### src/klex_pkg.sv
package klex_pkg;

  // queue depth between stages; pointers wrap by truncation, keep it a power of two
  localparam int unsigned QDEPTH = 2;
  localparam int unsigned QAW    = $clog2(QDEPTH);

  // automaton states; values below ST_KW_END are keyword_index*8 + chars_matched
  localparam logic [6:0] ST_START  = 7'd0;
  localparam logic [6:0] ST_KW_END = 7'd104;
  localparam logic [6:0] ST_LPAR   = 7'd104;
  localparam logic [6:0] ST_RPAR   = 7'd105;
  localparam logic [6:0] ST_COMMA  = 7'd106;
  localparam logic [6:0] ST_SEMI   = 7'd107;
  localparam logic [6:0] ST_LBR    = 7'd108;
  localparam logic [6:0] ST_RBR    = 7'd109;
  localparam logic [6:0] ST_PLUS   = 7'd110;
  localparam logic [6:0] ST_MINUS  = 7'd111;
  localparam logic [6:0] ST_STAR   = 7'd112;
  localparam logic [6:0] ST_LTGT   = 7'd113;
  localparam logic [6:0] ST_LE     = 7'd114;
  localparam logic [6:0] ST_GE     = 7'd115;
  localparam logic [6:0] ST_EQEQ   = 7'd116;
  localparam logic [6:0] ST_SLASH  = 7'd117;
  localparam logic [6:0] ST_LT     = 7'd118;
  localparam logic [6:0] ST_GT     = 7'd119;
  localparam logic [6:0] ST_EQ     = 7'd120;
  localparam logic [6:0] ST_CBODY  = 7'd121;
  localparam logic [6:0] ST_CSTAR  = 7'd122;
  localparam logic [6:0] ST_CEND   = 7'd123;
  localparam logic [6:0] ST_NUM    = 7'd124;
  localparam logic [6:0] ST_IDENT  = 7'd125;

  localparam logic [3:0] NUM_KW = 4'd12;

  // token codes
  localparam logic [5:0] CODE_FALSE   = 6'd0;
  localparam logic [5:0] CODE_TRUE    = 6'd1;
  localparam logic [5:0] CODE_ERROR   = 6'd2;
  localparam logic [5:0] CODE_BOOL    = 6'd3;
  localparam logic [5:0] CODE_INT     = 6'd4;
  localparam logic [5:0] CODE_VOID    = 6'd5;
  localparam logic [5:0] CODE_SEMIC   = 6'd6;
  localparam logic [5:0] CODE_PRINT   = 6'd7;
  localparam logic [5:0] CODE_PROC    = 6'd8;
  localparam logic [5:0] CODE_IF      = 6'd9;
  localparam logic [5:0] CODE_ELSE    = 6'd10;
  localparam logic [5:0] CODE_WHILE   = 6'd11;
  localparam logic [5:0] CODE_DO      = 6'd12;
  localparam logic [5:0] CODE_LPAR    = 6'd13;
  localparam logic [5:0] CODE_RPAR    = 6'd14;
  localparam logic [5:0] CODE_COMMA   = 6'd15;
  localparam logic [5:0] CODE_SEMI    = 6'd16;
  localparam logic [5:0] CODE_LBR     = 6'd17;
  localparam logic [5:0] CODE_RBR     = 6'd18;
  localparam logic [5:0] CODE_ASSIGN  = 6'd19;
  localparam logic [5:0] CODE_PLUS    = 6'd20;
  localparam logic [5:0] CODE_MINUS   = 6'd21;
  localparam logic [5:0] CODE_STAR    = 6'd22;
  localparam logic [5:0] CODE_SLASH   = 6'd23;
  localparam logic [5:0] CODE_EQEQ    = 6'd24;
  localparam logic [5:0] CODE_NE      = 6'd25;
  localparam logic [5:0] CODE_GT      = 6'd26;
  localparam logic [5:0] CODE_GE      = 6'd27;
  localparam logic [5:0] CODE_LT      = 6'd28;
  localparam logic [5:0] CODE_LE      = 6'd29;
  localparam logic [5:0] CODE_IDENT   = 6'd30;
  localparam logic [5:0] CODE_NUMBER  = 6'd31;
  localparam logic [5:0] CODE_COMMENT = 6'd32;

  typedef struct packed {
    logic letter;
    logic digit;
    logic space;
    logic ccommon;   // allowed anywhere in a comment body
  } cls_t;

  typedef struct packed {
    logic [7:0] ch;
    cls_t       cls;
  } item_t;

  typedef struct packed {
    logic       is_attr;
    logic [5:0] code;
    logic [7:0] attr;
  } result_t;

  typedef struct packed {
    logic       hit;
    logic [6:0] state;
  } kw_adv_t;

  function automatic logic [2:0] kw_len(input logic [3:0] k);
    logic [2:0] l;
    case (k)
      4'd0:    l = 3'd5;
      4'd1:    l = 3'd4;
      4'd2:    l = 3'd4;
      4'd3:    l = 3'd3;
      4'd4:    l = 3'd4;
      4'd5:    l = 3'd5;
      4'd6:    l = 3'd5;
      4'd7:    l = 3'd4;
      4'd8:    l = 3'd2;
      4'd9:    l = 3'd4;
      4'd10:   l = 3'd5;
      4'd11:   l = 3'd2;
      default: l = 3'd0;
    endcase
    return l;
  endfunction

  function automatic logic [5:0] kw_code(input logic [3:0] k);
    logic [5:0] c;
    case (k)
      4'd0:    c = CODE_FALSE;
      4'd1:    c = CODE_TRUE;
      4'd2:    c = CODE_BOOL;
      4'd3:    c = CODE_INT;
      4'd4:    c = CODE_VOID;
      4'd5:    c = CODE_SEMIC;
      4'd6:    c = CODE_PRINT;
      4'd7:    c = CODE_PROC;
      4'd8:    c = CODE_IF;
      4'd9:    c = CODE_ELSE;
      4'd10:   c = CODE_WHILE;
      4'd11:   c = CODE_DO;
      default: c = CODE_ERROR;
    endcase
    return c;
  endfunction

  // character p of keyword k, 0 past its end
  function automatic logic [7:0] kw_char(input logic [3:0] k, input logic [2:0] p);
    logic [39:0] s;
    logic [2:0]  l;
    int          idx;
    logic [7:0]  r;
    case (k)
      4'd0:    s = 40'("false");
      4'd1:    s = 40'("true");
      4'd2:    s = 40'("bool");
      4'd3:    s = 40'("int");
      4'd4:    s = 40'("void");
      4'd5:    s = 40'("semic");
      4'd6:    s = 40'("print");
      4'd7:    s = 40'("proc");
      4'd8:    s = 40'("if");
      4'd9:    s = 40'("else");
      4'd10:   s = 40'("while");
      4'd11:   s = 40'("do");
      default: s = '0;
    endcase
    l   = kw_len(k);
    idx = 0;
    r   = 8'h00;
    if (p < l) begin
      // literal is right justified: first char sits in the top used byte
      idx = int'(l) - 1 - int'(p);
      r   = s[8*idx +: 8];
    end
    return r;
  endfunction

  // lowest keyword sharing the first pos chars of keyword k whose next char is c
  function automatic kw_adv_t kw_advance(input logic [3:0] k, input logic [2:0] pos,
                                         input logic [7:0] c);
    kw_adv_t r;
    logic    eq;
    r = '0;
    for (int j = 11; j >= 0; j--) begin
      eq = (kw_len(4'(j)) > pos);
      for (int i = 0; i < 5; i++) begin
        if (3'(i) < pos && kw_char(4'(j), 3'(i)) != kw_char(k, 3'(i))) begin
          eq = 1'b0;
        end
      end
      if (eq && kw_char(4'(j), pos) == c) begin
        r.hit   = 1'b1;
        r.state = {4'(j), 3'(pos + 3'd1)};
      end
    end
    return r;
  endfunction

  // code given by the closing space in the plain await-space states
  function automatic logic [5:0] await_code(input logic [6:0] s);
    logic [5:0] c;
    case (s)
      ST_LPAR:  c = CODE_LPAR;
      ST_RPAR:  c = CODE_RPAR;
      ST_COMMA: c = CODE_COMMA;
      ST_SEMI:  c = CODE_SEMI;
      ST_LBR:   c = CODE_LBR;
      ST_RBR:   c = CODE_RBR;
      ST_PLUS:  c = CODE_PLUS;
      ST_MINUS: c = CODE_MINUS;
      ST_STAR:  c = CODE_STAR;
      ST_LTGT:  c = CODE_NE;
      ST_LE:    c = CODE_LE;
      ST_GE:    c = CODE_GE;
      ST_EQEQ:  c = CODE_EQEQ;
      default:  c = CODE_ERROR;
    endcase
    return c;
  endfunction

endpackage

### src/klex_front.sv
module klex_front (
  input  logic                 clk_i,
  input  logic                 rst_ni,
  input  logic                 push,
  output logic                 full,
  input  logic [7:0]           char_in_i,
  output logic                 item_valid_o,
  output klex_pkg::item_t      item_o,
  input  logic                 item_pop_i
);

  klex_pkg::item_t              mem_q [klex_pkg::QDEPTH];
  logic [klex_pkg::QAW-1:0]     wr_ptr_q, rd_ptr_q;
  logic [klex_pkg::QAW:0]       cnt_q;
  klex_pkg::cls_t               cls;
  logic                         do_push, do_pop;

  always_comb begin
    cls.letter  = (char_in_i >= "a" && char_in_i <= "z") ||
                  (char_in_i >= "A" && char_in_i <= "Z");
    cls.digit   = (char_in_i >= "0" && char_in_i <= "9");
    cls.space   = (char_in_i == " ");
    cls.ccommon = cls.letter || cls.digit ||
                  (char_in_i inside {"_", "}", "{", ";", ",", "(", ")", "=", ">", "<",
                                     "-", "+", " "});
  end

  assign full         = (cnt_q == (klex_pkg::QAW+1)'(klex_pkg::QDEPTH));
  assign item_valid_o = (cnt_q != '0);
  assign item_o       = mem_q[rd_ptr_q];
  assign do_push      = push && !full;
  assign do_pop       = item_pop_i && item_valid_o;

  always_ff @(posedge clk_i) begin
    if (do_push) begin
      mem_q[wr_ptr_q] <= '{ch: char_in_i, cls: cls};
    end
  end

  always_ff @(posedge clk_i or negedge rst_ni) begin
    if (!rst_ni) begin
      wr_ptr_q <= '0;
      rd_ptr_q <= '0;
      cnt_q    <= '0;
    end else begin
      if (do_push) wr_ptr_q <= wr_ptr_q + 1'b1;
      if (do_pop)  rd_ptr_q <= rd_ptr_q + 1'b1;
      case ({do_push, do_pop})
        2'b10:   cnt_q <= cnt_q + 1'b1;
        2'b01:   cnt_q <= cnt_q - 1'b1;
        default: cnt_q <= cnt_q;
      endcase
    end
  end

endmodule

### config.mk
export PLATFORM = sky130hd
export DESIGN_NAME = klex_front
export DESIGN_NICKNAME = d
export VERILOG_FILES = /design/src/klex_pkg.sv /design/src/klex_front.sv
export SDC_FILE = /design/constraint.sdc
export NUM_CORES = 1
export LEC_CHECK = 0
export BUFFER_PORTS_ARGS = -buffer_cell sky130_fd_sc_hd__buf_2
export CELL_PAD_IN_SITES_DETAIL_PLACEMENT = 0
export CELL_PAD_IN_SITES_GLOBAL_PLACEMENT = 2
export CORE_MARGIN = 4
export CORE_UTILIZATION = 39
export DETAILED_ROUTE_END_ITERATION = 6
export PLACE_DENSITY_LB_ADDON = 0.1
export SYNTH_ARGS = -nofsm -noshare
export SYNTH_HDL_FRONTEND = slang
export SYNTH_SLANG_ARGS = --single-unit
export TNS_END_PERCENT = 20
### constraint.sdc
create_clock -name clk_i -period 3.15 [get_ports clk_i]
set_input_delay 0.315 -clock clk_i [delete_from_list [all_inputs] [get_ports clk_i]]
set_output_delay 0.315 -clock clk_i [all_outputs]
set_load 0.01 [all_outputs]
Word-level counts from Yosys, hierarchy flattened

Memories as Yosys holds them, arrays and structs flattened.
Cells that the tools add are included.

Flip-flop bits (word level): 4
Bits in latches: 0
Bits in writable memories: 24
Memory bits (read-only): 0
Output and inout bits: 14
Word-level logic and storage cells: 45
Memories kept: 1

$add $sub $neg: 4
$mul: 0
Div/mod/pow operators: 0
Order comparisons: 6
Equal/unequal tests: 16
Shift operators: 0
Mux-type cells: 3
Bitwise gates (word level): 0
Reduce and logical (&&, ||, !) cells: 12

Memory list:

| memory | words | width | read ports | clocked after memory_dff | write ports | line             | text |
|---|---|---|---|---|---|---|---|
| mem_q  | 2     | 12    | 1          | 0                        | 1           | klex_front.sv:12 | `klex_pkg::item_t mem_q [klex_pkg::QDEPTH];` |

Operator list:

| operator                                                       | count |
|---|---|
| equality test 8 x 6 -> 1 bit, second input constant            | 10 |
| equality test 8 x 7 -> 1 bit, second input constant            | 3 |
| >= comparator 8 x 7 -> 1 bit, second input constant            | 2 |
| less-or-equal comparator 8 x 7 -> 1 bit, second input constant | 2 |
| nonzero test 13 bit                                            | 1 |
| >= comparator 8 x 6 -> 1 bit, second input constant            | 1 |
| less-or-equal comparator 8 x 6 -> 1 bit, second input constant | 1 |
| logical AND 1 bit                                              | 5 |
| equality test 2 bit, second input constant                     | 2 |
| case mux 2 bit (2 select lines)                                | 1 |
| nonzero test 2 bit                                             | 2 |
| logical OR 1 bit                                               | 3 |
| adder 1 bit, second input constant                             | 2 |
| adder 2 x 1 -> 2 bit, second input constant                    | 1 |
| equality test 2 x 1 -> 1 bit, second input constant            | 1 |
| 2-to-1 mux 1 bit                                               | 2 |
| subtractor 2 x 1 -> 2 bit, second input constant               | 1 |
| zero test 1 bit                                                | 1 |

Longest topological paths before layout

Depth after elaboration: 5
Mapped depth: 6
Mapped depth without buffers: 6

Worst setup path after synthesis

Ideal clock, no wire load.

Path kind: reg-to-reg
Start: register cnt_q[0] (netlist name)
End: memory mem_q[0][0] (netlist name), enable pin
Library setup time: 0.380 ns
Arrival time: 1.158 ns
Required time: 2.770 ns
Slack: 1.611 ns
Stages on the path, launching flop included: 4
Cells stage by stage: dfrtp_1 -> nand2b_1 -> nand2_1 -> nor2_1

Cells in the longest elaborated chain, start to end: 5

RTL lines:

| element                                | line             | text |
|---|---|---|
| from (decl)                            | klex_front.sv:14 | `logic [klex_pkg::QAW:0] cnt_q;` |
| from (signal assigned)                 | klex_front.sv:49 | `2'b10: cnt_q <= cnt_q + 1'b1;` |
| from (signal assigned)                 | klex_front.sv:50 | `2'b01: cnt_q <= cnt_q - 1'b1;` |
| from (signal assigned)                 | klex_front.sv:51 | `default: cnt_q <= cnt_q;` |
| equality test 2 bit                    | klex_front.sv:28 | `assign full = (cnt_q == (klex_pkg::QAW+1)'(klex_pkg::QDEPTH));` |
| zero test 1 bit                        | klex_front.sv:31 | `assign do_push = push && !full;` |
| logical AND 1 bit                      | klex_front.sv:31 |  |
| 2-to-1 mux 1 bit                       | klex_front.sv:35 | `if (do_push) begin` |
| 2-to-1 mux 1 bit (not written as such) | klex_front.sv:36 | `mem_q[wr_ptr_q] <= '{ch: char_in_i, cls: cls};` |
| to (decl)                              | klex_front.sv:12 |  |

No other way between the ends.

==> impl_results.md <==
* Outcome: finished clean
* GRT Util Overall at 12.22%
* Diode count at 0
* Worst EP arrival at 1.65 ns
* Final critical-path required period at 1.963 ns
* Die height at 64.36 um
* DR pass1 iterations at 4
* Critical Path, Cell by Cell: mux2_2 > buf_2
* Vias in the first global route at 814
* XOR/XNOR Fraction of Synth Area at 3.535%
* Slew headroom at 57.71%
* Worst setup SP type: register
* Pin count of the biggest net entering global routing at 17
* Multiplexer share of the synthesized area at 10.91%
* Post-synth top area cell: edfxtp_1
* Area after DPL at 0.001421 mm^2
* Slowest cell on crit path: dfrtp_1
* Cts repair resizes at 0
* Deepest clock path buffer count at 2
* Crit-path leading delay family: flip-flops
* Post-route clock period utilization at 62.31%
* Synthesized flop and latch total at 28
* Simple-gate share of the synthesized area at 12.32%
* Post-CTS Setup Bufs at 0
* Synth Area in Adders at 1.010%
* Top cells by instance count after synthesis: 24 x edfxtp_1, 12 x mux2_2, 4 x dfrtp_1
* Fin cells at 154
* Via count at 742
* Hold_buf cts at 1
* Worst-Margin Slew at 0.6343 ns
* Avg Inst Size Synth at 15.48 um^2
* Clock tree from TritonCTS: yes
* Post-detailed-route count of antenna-violating nets at 0
* Worst skew pair latency at 0.31 ns
* Grt ovf at 0
* CTS HTree Levels at 1
* Register area share after synthesis at 66.26%
* Final hold violations at 0
* Dpl hpwl at 1.595 mm
* Die width at 64.36 um
* Post-synthesis compound-gate area fraction at 4.949%
* Final slew viol count at 0
* Post-synth EDFFs at 24
* Port Buffers at 25
* Mapped Cells at 80
* Layout cells sized above 1 at 42.73%
* Core area at 0.003053 mm^2
* Max Clk Rate at 509.5 MHz
* CP Max Fanout at 13
* CTS sink cnt at 28
* Inst Count DP at 149
* Buf+Inv Stages, Crit Path at 1
* Slowest stage delay, CP at 0.78 ns
* GPL Wtd Cong at 0.7353
* Syn_nets at 93
* Distinct cells, synth at 29
* Skew final at 0.0008065 ns
* Num rows at 20
* Endpoint class of the critical path: primary output
* Area grow syn2layout at 19.80%
* RSZ-0062 raised after global routing: no
* Design area at 0.001484 mm^2
* Initial antenna violation count at 0
* Clock root buffer: clkbuf_4
* Most common cell in the netlist: edfxtp_1
* Io pins at 26
* Nets at 124
* Fillcell total at 295
* DRC viols at 0
* Pwr Density at 806.6 mW/mm^2
* Synth area leaders: edfxtp_1 58%, mux2_2 11%, dfrtp_1 8.1%
* Largest family of logic cells by synthesized area: simple AND/OR/NAND/NOR gates
* Max-cap violations at 0
* Synth warn at 0
* Initial core utilization at 40.57%
* Clk slew on worst S/H paths at 0.14 ns
* WL/cell at 14.34 um
* Leakage at 0.5694 nW
* Die footprint at 0.004142 mm^2
* Final setup fails at 0
* Syn Std Cell Area at 0.001239 mm^2
* Final wirelength at 2.209 mm
* Async set-reset flop share out of synthesis at 14.29%
* First-pass GRT wire length at 3.870 mm
* Setup TNS at 0 ns
* Synth top area share at 58.18%
* Worst VDD drop at 0.0004159 V
* DR iter-0 viols at 16
* Avg Vias per Cell at 4.818
* TritonCTS Buffers at 3
* Req. time, crit path at 2.83 ns
* HP Class: in -> reg
* Critical path class: reg -> out
* Predominant post-synthesis flop cell: edfxtp_1
layout make-up:
class	count	area (um^2)	area share (%)
clock inverters	1	30.03	2.024
inverters	2	7.507	0.5059
flip-flops and latches	28	820.8	55.31
well taps	44	55.05	3.710
multi-input cells	49	405.4	27.32
clock buffers	3	22.52	1.518
repair buffers	27	142.6	9.612
report_power, final:
| part | switching [mW] | leakage (nW) | internal (mW) | total, mW |
|---|---|---|---|---|
| logic | 0.185 | 0.270 | 0.198 | 0.383 |
| registers | 0.0704 | 0.271 | 0.515 | 0.585 |
| clock network | 0.100 | 0.0279 | 0.129 | 0.229 |
| total | 0.355 | 0.569 | 0.842 | 1.20 |
cells in the final DEF (no fill, tap or decap):
cell type	Yosys	final
buf_2	1	25
edfxtp_1	24	24
mux2_2	12	12
dfrtp_1	4	4
nand2b_1	3	3
nand2_1	3	3
nor2_1	3	3
xnor2_1	3	3
clkbuf_4	0	3
inv_1	2	2
or2_2	2	2
a21oi_1	2	2
and2_1	2	2
nor2b_1	2	2
xor2_1	2	2
or4_4	1	1
nor4_1	1	1
a211oi_1	1	1
o22ai_2	1	1
nor3b_1	1	1
nand4b_1	1	1
nor3_1	1	1
o221ai_1	1	1
o22ai_1	1	1
a211o_1	1	1
nor4b_1	1	1
o21bai_1	1	1
nand3b_4	1	1
and3_1	1	1
ha_1	1	1
bufinv_16	0	1
dlygate4sd3_1	0	1
buf_4	0	1
per-layer routing:
layer / share of wire [%] / wire length [um] / vias to the layer above / GRT usage, %
li1: - / - / 364 / -
met1: 45 / 1000 / 362 / 15.30
met2: 51 / 1123 / 14 / 20.75
met3: 3.3 / 74 / 2 / 2.285
met4: 0.45 / 10 / 0 / 4.749
met5: 0 / 0 / - / 0
per-stage QoR:
stage	setup slack (ns)	hold slack [ns]	utilization (%)	power, mW
after global routing	1.077	0.2071	48.61	1.288
after global placement	1.489	0.1272	46.56	0.9812
after floorplan	1.611	0.01941	-	0.8362
after detailed placement	1.481	0.1267	46.56	0.9863
after CTS	1.159	0.2173	48.61	1.221
final	1.187	0.2271	48.61	1.197
flip-flops by register name (all words and copies together), names as in the netlist:
register  flops
cnt_q         2
rd_ptr_q      1
mem_q        24
wr_ptr_q      1
worst paths after layout:
kind                               from            to  slack, ns  cells past startpoint
setup / recovery               rd_ptr_q     item_o[1]       1.19                      2
hold / removal             char_in_i[7]  mem_q[1][11]       0.23                      1
setup reg to reg               cnt_q[0]      cnt_q[1]       1.57                      5
hold reg to reg                cnt_q[1]      cnt_q[1]       0.50                      1
max in group asynchronous        rst_ni      rd_ptr_q       2.73                      2
min in group asynchronous        rst_ni      cnt_q[0]       0.30                      2
kinds of logic after synthesis:
logic type      after synthesis
buf+inv                       3
fa+ha+maj                     1
compound gates                8
xor+xnor                      5
flops                        28
mux                          12
simple gates                 23
Note: power is estimated with default switching activity, not from simulation.
